--- src/sv/matq_pkg.sv ---
// Package for the multi-alarm timer queue: command and result codes,
// the state machine type and default sizes. No dependencies.
package matq_pkg;

    localparam int NUM_OWNERS_DEF       = 8;
    localparam int ALARMS_PER_OWNER_DEF = 4;
    localparam int MAX_RESULTS          = 32;

    typedef enum logic [2:0] {
        CMD_ARM     = 3'd0,
        CMD_DISARM  = 3'd1,
        CMD_QUERY   = 3'd2,
        CMD_SHIFT   = 3'd3,
        CMD_PROCESS = 3'd4
    } cmd_t;

    typedef enum logic [2:0] {
        KIND_DONE  = 3'd0,
        KIND_LEFT  = 3'd1,
        KIND_FIRED = 3'd2,
        KIND_NONE  = 3'd3,
        KIND_ERROR = 3'd4
    } kind_t;

    typedef enum logic [2:0] {
        ST_IDLE,
        ST_READ,
        ST_EXEC,
        ST_SCAN,
        ST_PICK,
        ST_EMIT
    } state_t;

    // Clamp a 34-bit signed sum to 0..2^32-1.
    function automatic logic [31:0] clamp32(input logic signed [33:0] v);
        logic [31:0] r;
        if (v[33])
            r = '0;
        else if (v[32])
            r = '1;
        else
            r = v[31:0];
        return r;
    endfunction

endpackage

--- src/sv/matq_ram.sv ---
// Generic single-port-write, single-read RAM with registered read data.
// No dependencies.
module matq_ram #(
    parameter int WIDTH = 32,
    parameter int DEPTH = 32
) (
    input  logic                     clk,
    input  logic                     we,
    input  logic [$clog2(DEPTH)-1:0] waddr,
    input  logic [WIDTH-1:0]         wdata,
    input  logic [$clog2(DEPTH)-1:0] raddr,
    output logic [WIDTH-1:0]         rdata
);

    logic [WIDTH-1:0] mem [DEPTH];

    always_ff @(posedge clk)
    begin
        if (we)
            mem[waddr] <= wdata;
        rdata <= mem[raddr];
    end

endmodule

--- src/sv/multi_alarm_timer_queue.sv ---
// Multi-alarm timer queue top level. Depends on matq_pkg and matq_ram.
// Expiry and stamp live in one RAM; slot valid bits are flip-flops.
//
//  channel | valid     | stall     | payload
//  in      | in_valid  | in_stall  | command owner alarm_index offset_ticks now_ticks
//  out     | out_valid | out_stall | kind fired_owner fired_index time_left last
//
// Slot address is {owner, alarm_index}: NUM_OWNERS*4 RAM entries.
// Slot command: result registered after acceptance (read, execute);
// the next command is taken the cycle after the result is taken.
// Process: per fired alarm one scan of all NUM_OWNERS*4 slots, one pick and one
// emit; the scan also counts expired alarms so the final result carries last.
// Reset clears valid bits and stamp counter.
// A stalled output holds; the next command waits until the result is taken.
module multi_alarm_timer_queue #(
    parameter int NUM_OWNERS       = matq_pkg::NUM_OWNERS_DEF,
    parameter int ALARMS_PER_OWNER = matq_pkg::ALARMS_PER_OWNER_DEF
) (
    input  logic               clk,
    input  logic               rst_n,
    input  logic               in_valid,
    output logic               in_stall,
    input  logic [2:0]         command,
    input  logic [2:0]         owner,
    input  logic [1:0]         alarm_index,
    input  logic signed [31:0] offset_ticks,
    input  logic [31:0]        now_ticks,
    output logic               out_valid,
    input  logic               out_stall,
    output logic [2:0]         kind,
    output logic [2:0]         fired_owner,
    output logic [1:0]         fired_index,
    output logic signed [32:0] time_left,
    output logic               last
);

    localparam int NSLOTS = NUM_OWNERS * 4;
    localparam int SW     = (NSLOTS > 1) ? $clog2(NSLOTS) : 1;
    localparam int CW     = $clog2(NSLOTS + 1);
    localparam int RW     = $clog2(matq_pkg::MAX_RESULTS + 1);

    matq_pkg::state_t state_reg, state_next;

    logic [NSLOTS-1:0]  valid_reg, valid_next;
    logic [31:0]        stamp_reg, stamp_next;
    logic [2:0]         cmd_reg;
    logic [2:0]         own_reg;
    logic [1:0]         idx_reg;
    logic signed [31:0] off_reg;
    logic [31:0]        now_reg;
    logic               addr_ok_reg;
    logic [SW-1:0]      slot_reg;

    // scan state
    logic [CW-1:0]      scan_cnt_reg, scan_cnt_next;
    logic [CW-1:0]      exp_cnt_reg, exp_cnt_next;
    logic               rd_v_reg;
    logic [SW-1:0]      rd_slot_reg;
    logic               best_v_reg, best_v_next;
    logic [SW-1:0]      best_slot_reg, best_slot_next;
    logic [31:0]        best_exp_reg, best_exp_next;
    logic [31:0]        best_stp_reg, best_stp_next;
    logic [RW-1:0]      nres_reg, nres_next;

    logic               out_valid_reg, out_valid_next;
    logic [2:0]         kind_reg, kind_next;
    logic [2:0]         fo_reg, fo_next;
    logic [1:0]         fi_reg, fi_next;
    logic signed [32:0] tl_reg, tl_next;
    logic               last_reg, last_next;

    logic               we;
    logic [SW-1:0]      waddr, raddr;
    logic [63:0]        wdata, rdata;
    logic [31:0]        r_exp, r_stp;
    logic               in_acc, out_free;
    logic               emit_last;

    assign r_exp    = rdata[63:32];
    assign r_stp    = rdata[31:0];
    assign in_acc   = in_valid && !in_stall;
    assign out_free = !out_valid_reg || !out_stall;
    assign in_stall = (state_reg != matq_pkg::ST_IDLE) || out_valid_reg;

    // picked alarm is the only expired one left, or the result cap is reached
    assign emit_last = (exp_cnt_reg == CW'(1)) ||
                       (nres_reg + 1'b1 == RW'(matq_pkg::MAX_RESULTS));

    matq_ram #(.WIDTH(64), .DEPTH(NSLOTS)) u_ram (
        .clk   (clk),
        .we    (we),
        .waddr (waddr),
        .wdata (wdata),
        .raddr (raddr),
        .rdata (rdata)
    );

    // capture command
    always_ff @(posedge clk)
    begin
        if (in_acc)
        begin
            cmd_reg     <= command;
            own_reg     <= owner;
            idx_reg     <= alarm_index;
            off_reg     <= offset_ticks;
            now_reg     <= now_ticks;
            addr_ok_reg <= (32'(owner) < NUM_OWNERS) && (32'(alarm_index) < ALARMS_PER_OWNER);
            slot_reg    <= SW'({owner, alarm_index});
        end
    end

    // scan pipeline tag: slot whose data appears on rdata this cycle
    always_ff @(posedge clk or negedge rst_n)
    begin
        if (!rst_n)
        begin
            rd_v_reg    <= 1'b0;
            rd_slot_reg <= '0;
        end
        else
        begin
            rd_v_reg    <= (state_reg == matq_pkg::ST_SCAN) && (scan_cnt_reg < CW'(NSLOTS));
            rd_slot_reg <= raddr;
        end
    end

    always_comb
    begin
        raddr = slot_reg;
        if (state_reg == matq_pkg::ST_SCAN)
            raddr = SW'(scan_cnt_reg);
    end

    always_comb
    begin
        state_next = state_reg;
        case (state_reg)
            matq_pkg::ST_IDLE:
                if (in_acc)
                    state_next = (command == matq_pkg::CMD_PROCESS) ?
                                 matq_pkg::ST_SCAN : matq_pkg::ST_READ;
            matq_pkg::ST_READ:
                state_next = matq_pkg::ST_EXEC;
            matq_pkg::ST_EXEC:
                if (out_free)
                    state_next = matq_pkg::ST_IDLE;
            matq_pkg::ST_SCAN:
                if (scan_cnt_reg == CW'(NSLOTS) && !rd_v_reg)
                    state_next = matq_pkg::ST_PICK;
            matq_pkg::ST_PICK:
                state_next = matq_pkg::ST_EMIT;
            matq_pkg::ST_EMIT:
                if (out_free)
                    state_next = (best_v_reg && !emit_last) ?
                                 matq_pkg::ST_SCAN : matq_pkg::ST_IDLE;
            default:
                state_next = matq_pkg::ST_IDLE;
        endcase
    end

    always_comb
    begin
        logic signed [33:0] sum;
        logic [31:0]        nt;
        logic               cand, better;
        valid_next     = valid_reg;
        stamp_next     = stamp_reg;
        scan_cnt_next  = scan_cnt_reg;
        exp_cnt_next   = exp_cnt_reg;
        best_v_next    = best_v_reg;
        best_slot_next = best_slot_reg;
        best_exp_next  = best_exp_reg;
        best_stp_next  = best_stp_reg;
        nres_next      = nres_reg;
        out_valid_next = out_valid_reg && out_stall;
        kind_next      = kind_reg;
        fo_next        = fo_reg;
        fi_next        = fi_reg;
        tl_next        = tl_reg;
        last_next      = last_reg;
        we             = 1'b0;
        waddr          = slot_reg;
        wdata          = {now_reg, stamp_reg};
        sum            = '0;
        nt             = '0;
        cand           = 1'b0;
        better         = 1'b0;
        case (state_reg)
            matq_pkg::ST_IDLE:
            begin
                scan_cnt_next = '0;
                exp_cnt_next  = '0;
                best_v_next   = 1'b0;
                nres_next     = '0;
            end
            matq_pkg::ST_EXEC:
            begin
                if (out_free)
                begin
                    out_valid_next = 1'b1;
                    fo_next        = own_reg;
                    fi_next        = idx_reg;
                    tl_next        = '0;
                    last_next      = 1'b1;
                    kind_next      = matq_pkg::KIND_ERROR;
                    if (cmd_reg == matq_pkg::CMD_ARM && addr_ok_reg)
                    begin
                        sum        = 34'(signed'({2'b00, now_reg})) + 34'(off_reg);
                        we         = 1'b1;
                        wdata      = {matq_pkg::clamp32(sum), stamp_reg};
                        stamp_next = stamp_reg + 32'd1;
                        valid_next[slot_reg] = 1'b1;
                        kind_next  = matq_pkg::KIND_DONE;
                    end
                    else if (addr_ok_reg && cmd_reg < matq_pkg::CMD_PROCESS &&
                             valid_reg[slot_reg])
                    begin
                        if (cmd_reg == matq_pkg::CMD_DISARM)
                        begin
                            valid_next[slot_reg] = 1'b0;
                            kind_next = matq_pkg::KIND_DONE;
                        end
                        else if (cmd_reg == matq_pkg::CMD_QUERY)
                        begin
                            kind_next = matq_pkg::KIND_LEFT;
                            tl_next   = $signed({1'b0, r_exp}) - $signed({1'b0, now_reg});
                        end
                        else
                        begin
                            sum = 34'(signed'({2'b00, r_exp})) + 34'(off_reg);
                            nt  = matq_pkg::clamp32(sum);
                            if (nt > now_reg)
                            begin
                                we         = 1'b1;
                                wdata      = {nt, stamp_reg};
                                stamp_next = stamp_reg + 32'd1;
                                kind_next  = matq_pkg::KIND_DONE;
                            end
                        end
                    end
                end
            end
            matq_pkg::ST_SCAN:
            begin
                if (scan_cnt_reg < CW'(NSLOTS))
                    scan_cnt_next = scan_cnt_reg + 1'b1;
                if (rd_v_reg)
                begin
                    cand   = valid_reg[rd_slot_reg] && (r_exp <= now_reg);
                    better = !best_v_reg || (r_exp < best_exp_reg) ||
                             (r_exp == best_exp_reg && r_stp < best_stp_reg);
                    if (cand)
                        exp_cnt_next = exp_cnt_reg + 1'b1;
                    if (cand && better)
                    begin
                        best_v_next    = 1'b1;
                        best_slot_next = rd_slot_reg;
                        best_exp_next  = r_exp;
                        best_stp_next  = r_stp;
                    end
                end
            end
            matq_pkg::ST_EMIT:
            begin
                if (out_free)
                begin
                    out_valid_next = 1'b1;
                    tl_next        = '0;
                    scan_cnt_next  = '0;
                    exp_cnt_next   = '0;
                    best_v_next    = 1'b0;
                    if (best_v_reg)
                    begin
                        valid_next[best_slot_reg] = 1'b0;
                        kind_next = matq_pkg::KIND_FIRED;
                        fo_next   = 3'(best_slot_reg >> 2);
                        fi_next   = best_slot_reg[1:0];
                        nres_next = nres_reg + 1'b1;
                        last_next = emit_last;
                    end
                    else
                    begin
                        kind_next = matq_pkg::KIND_NONE;
                        fo_next   = '0;
                        fi_next   = '0;
                        last_next = 1'b1;
                    end
                end
            end
            default:
            begin
            end
        endcase
    end

    always_ff @(posedge clk or negedge rst_n)
    begin
        if (!rst_n)
        begin
            state_reg     <= matq_pkg::ST_IDLE;
            valid_reg     <= '0;
            stamp_reg     <= '0;
            scan_cnt_reg  <= '0;
            exp_cnt_reg   <= '0;
            best_v_reg    <= 1'b0;
            nres_reg      <= '0;
            out_valid_reg <= 1'b0;
        end
        else
        begin
            state_reg     <= state_next;
            valid_reg     <= valid_next;
            stamp_reg     <= stamp_next;
            scan_cnt_reg  <= scan_cnt_next;
            exp_cnt_reg   <= exp_cnt_next;
            best_v_reg    <= best_v_next;
            nres_reg      <= nres_next;
            out_valid_reg <= out_valid_next;
        end
    end

    always_ff @(posedge clk)
    begin
        best_slot_reg <= best_slot_next;
        best_exp_reg  <= best_exp_next;
        best_stp_reg  <= best_stp_next;
        kind_reg      <= kind_next;
        fo_reg        <= fo_next;
        fi_reg        <= fi_next;
        tl_reg        <= tl_next;
        last_reg      <= last_next;
    end

    assign out_valid   = out_valid_reg;
    assign kind        = kind_reg;
    assign fired_owner = fo_reg;
    assign fired_index = fi_reg;
    assign time_left   = tl_reg;
    assign last        = last_reg;

`ifndef NO_ASSERTIONS
    a_no_accept_busy: assert property (@(posedge clk) disable iff (!rst_n)
        (state_reg != matq_pkg::ST_IDLE) |-> in_stall)
        else $error("command accepted while busy");
    a_pick_counted: assert property (@(posedge clk) disable iff (!rst_n)
        (state_reg == matq_pkg::ST_EMIT && best_v_reg) |-> (exp_cnt_reg != '0))
        else $error("picked alarm not counted as expired");
    a_out_hold: assert property (@(posedge clk) disable iff (!rst_n)
        (out_valid_reg && out_stall) |=> out_valid_reg && $stable(kind_reg))
        else $error("stalled transaction changed");
    a_stamp_step: assert property (@(posedge clk) disable iff (!rst_n)
        (stamp_reg != $past(stamp_reg)) |-> $past(we))
        else $error("stamp moved without a write");
`endif

endmodule

--- config.mk ---
export PLATFORM = sky130hd
export DESIGN_NAME = multi_alarm_timer_queue
export DESIGN_NICKNAME = d
export VERILOG_FILES = /design/src/sv/matq_pkg.sv /design/src/sv/matq_ram.sv /design/src/sv/multi_alarm_timer_queue.sv
export SDC_FILE = /design/constraint.sdc
export NUM_CORES = 2
export LEC_CHECK = 0
export BUFFER_PORTS_ARGS = -buffer_cell sky130_fd_sc_hd__buf_4
export CAP_MARGIN = 20
export CORE_MARGIN = 2
export CORE_UTILIZATION = 65
export DETAILED_ROUTE_END_ITERATION = 12
export HOLD_SLACK_MARGIN = 0.06
export PLACE_DENSITY = 0.82
export REMOVE_ABC_BUFFERS = 1
export SYNTH_ARGS = -nofsm -noshare
export SYNTH_HDL_FRONTEND = slang
export SYNTH_SLANG_ARGS = --single-unit
--- constraint.sdc ---
create_clock -name clk -period 18.6 [get_ports clk]
set_input_delay 0.93 -clock clk [delete_from_list [all_inputs] [get_ports clk]]
set_output_delay 0.93 -clock clk [all_outputs]
set_load 0.01 [all_outputs]
==> flow_summary_export.csv <==
group,metric,value,unit
logic_synthesis,synth_cell_types,96,
detailed_routing,dr.pass1.iters,9,
min_path,min_path_type,"in2reg",
cts,root_buffer,"clkbuf_16",
die,die_x,400,µm
cts,cts.repair.resized,0,
power,p_comb_frac,0.320,
setup_path,cp-start-kind,"register",
setup_path,crit_type,"reg2reg",
detailed_routing,viasPerCell,6.85,
power,swShare,0.360,
place,hpwl,181000,µm
grt,grt_max_degree,185,
cts,cts_buffers,223,
setup_path,cp-startpoint,"off_reg[0]",
min_path,hp-start,"now_ticks[7]",
place,dpl_cell_area,105000,µm²
die,core_area,156000,µm²
die,pin_count,120,
timing,setup_viol,0,
cells_and_area,regMostFlops,"u_ram.mem",
die,num_rows,145,
setup_path,cp.arrival,9850,ps
logic_synthesis,synth.cell_area,102000,µm²
detailed_routing,vias,72700,
setup_path,worstPathMaxFanout,30,
cells_and_area,fin_util,0.724,
grt,first_global_vias,69000,
cts,clk_latency,890,ps
detailed_routing,postRouteAntennaNets,0,
cts,clk_pin_slew_worst_paths,60,ps
timing,hold_viol,0,
setup_path,ff2ff_setup_slack,9250,ps
cells_and_area,largest_register_ffs,2048,
detailed_routing,routedWlPerCell,29.0,µm
timing,slew_violations,0,
cells_and_area,seqCellArea,70600,µm²
setup_path,r2r_cells,23,
setup_path,timing.rr.start,"off_reg[0]",
timing,final.period_utilization,0.503,
cts,cts_tree,"yes",
timing,fin_skew,89.2,ps
cells_and_area,multi_input_area,29000,µm²
place,place_congestion,0.949,
cells_and_area,area_growth,10.8,%
power,power_density,143,nW/µm²
power,sequentialPowerShare,0.394,
setup_path,cp-endpoint,"u_ram.mem[9][45]",
setup_path,critPathCaptureType,"register",
place,portBuffers,119,
logic_synthesis,synth_seq_cells,2388,
setup_path,reg2reg_to,"u_ram.mem[9][45]",
timing,max_freq,107,MHz
grt,track_usage,0.379,
power,p_int,10300,µW
grt,busiest_layer,"met2",
die,initial_utilization,0.654,
grt,grt_use_met3,0.117,
logic_synthesis,yosysWarnings,0,
setup_path,critPathRequiredTime,19100,ps
cells_and_area,drive_gt1_frac,0.0870,
grt,use_met2,0.572,
cts,ctsLongestPathBuffers,3,
timing,rsz0062_at_grt,"false",
cells_and_area,n_fill_cell,9549,
logic_synthesis,synth_ff_type,"edfxtp_1",
run_status,outcome,"complete, no violations",
power,cellLeakagePower,0.0403,µW
logic_synthesis,synth_edf_count,2231,
grt,grt_use_met1,0.511,
timing,fin_setup_tns,0,ps
power,p_sw,5810,µW
detailed_routing,drt-total-wl,308000,µm
timing,tightest_slew,1260,ps
die,die_area,160000,µm²
power,clkPwrFrac,0.286,
logic_synthesis,avgSynthCellArea,12.2,µm²
run,maxCapViolations,0,
cells_and_area,final_area,113000,µm²
cts,htreeDepth,4,
grt,antenna_found_initial,27,
grt,grt_pass1_wl,444000,µm
cells_and_area,finish.net_count,8628,
grt,grt-ovfl-total,0,
detailed_routing,drc,0,
logic_synthesis,synth_seq_area_share,0.692,
logic_synthesis,synth_cells,8327,
timing,layout_min_cycle_time,9350,ps
die,die_height,400,µm
logic_synthesis,async_flop_share,0.0389,
timing,relSlewSlack,0.154,
power,vdd_drop_max,0.116,mV
cts,clock_sinks,2388,
detailed_routing,drtIter0Drc,13000,
==> synth_stat cells (80+ instances only) <==
library cell  number  share of area
a31oi_1           80         0.0049
o21ai_0          119         0.0058
nand3_1         1081          0.053
edfxtp_1        2231           0.66
clkbuf_1         284          0.010
nor2_1           206         0.0076
ha_1             199          0.024
dfrtp_1           93          0.023
nand2_1         2246          0.083
a21o_1           122         0.0090
buf_2            192         0.0094
inv_1            135         0.0050
and3_1           153         0.0094
a21oi_1          144         0.0071
xnor2_1           82         0.0070
a311oi_1         322          0.028
==> cell usage in the layout, fill, tap and decap left out, types with 88 or more instances in the layout <==
| cell type | netlist | routed |
|---|---|---|
| a21o_1 | 122 | 122 |
| a21oi_1 | 144 | 142 |
| a311oi_1 | 322 | 322 |
| and3_1 | 153 | 153 |
| buf_4 | 3 | 290 |
| clkbuf_16 | 0 | 229 |
| dfrtp_1 | 93 | 88 |
| edfxtp_1 | 2231 | 2231 |
| ha_1 | 199 | 199 |
| inv_1 | 135 | 132 |
| nand2_1 | 2246 | 2246 |
| nand3_1 | 1081 | 1081 |
| nor2_1 | 206 | 179 |
| o21ai_0 | 119 | 118 |
==> stage by stage <==
step                      setup slack, ps  total power (µW)  std cells  hold slack, ps
after global placement               9210             11300      10200             416
final                                9250             16100      10600             275
after global routing                 8880             16700      10600             251
after detailed placement             9240             11400      10200             424
after CTS                            9270             16000      10600             238
after floorplan                   -106110             11500       7810             400
==> critical path, cell delays in order, from the launching register on <==
cell      delay (ps)
edfxtp_1         400
ha_1             250
fa_1             440
a211oi_1         260
o21ai_0          230
o21ai_1          530
a21oi_1          220
a41oi_1          580
nor4b_1          110
nor4_1           720
nor2_1           100
ha_1             320
nand4_1          170
nor4_1           310
and4_1           310
a211oi_2         120
nor3b_4          450
nand2_1          230
a21oi_4          160
buf_4            360
nand2_1          780
nor2_4           760
buf_4            560
buf_4            590
==> power groups by stage <==
| stage | registers [µW] | logic, µW | clock network [µW] |
|---|---|---|---|
| detailed placement | 6470 | 4910 | 0 |
| floorplan | 6420 | 5100 | 0 |
| finish | 6360 | 5170 | 4610 |
| global placement | 6460 | 4840 | 0 |
| CTS | 6360 | 4990 | 4610 |
| global route | 6370 | 5500 | 4810 |
==> area by class of cell <==
type,count,share of cell area
Sequential cell,2388,0.625
Multi-Input combinational cell,5285,0.257
Clock buffer,295,0.0544
Timing Repair Buffer,315,0.0244
Tap cell,2058,0.0228
Clock inverter,124,0.0114
Inverter,137,0.00474
Antenna cell,14,0.000310
==> metal layers <==
metal | part of all wire | vias up
met4 | 0.050 | 19
met2 | 0.45 | 6009
met1 | 0.35 | 35000
met3 | 0.15 | 994
li1 | - | 30700
met5 | 0.00048 | -
==> repair_timing <==
action | CTS | global route
hold endpoints to repair | 22 | 0
buffers inserted | 0 | 0
hold buffers | 1 | 0
==> cells by family after synthesis <==
family	count (synthesis)	synth area share
adders and majority gates	202	0.0250
muxes	36	0.00517
buffers and inverters	654	0.0268
DFF	2388	0.692
xor gates and xnor gates	119	0.0102
and+or+nand+nor	3894	0.166
AOI/OAI and AO/OA	1034	0.0743
==> how the worst min path moves through the flow <==
| stage | to | slack (ps) | cells past startpoint |
|---|---|---|---|
| floorplan | best_stp_reg[0] | 400 | 0 |
| global placement | best_stp_reg[1] | 420 | 0 |
| detailed placement | best_stp_reg[31] | 420 | 0 |
| CTS | now_reg[17] | 240 | 1 |
| global route | now_reg[17] | 250 | 1 |
| finish | now_reg[7] | 270 | 1 |
(Power assumes the default switching activity.)
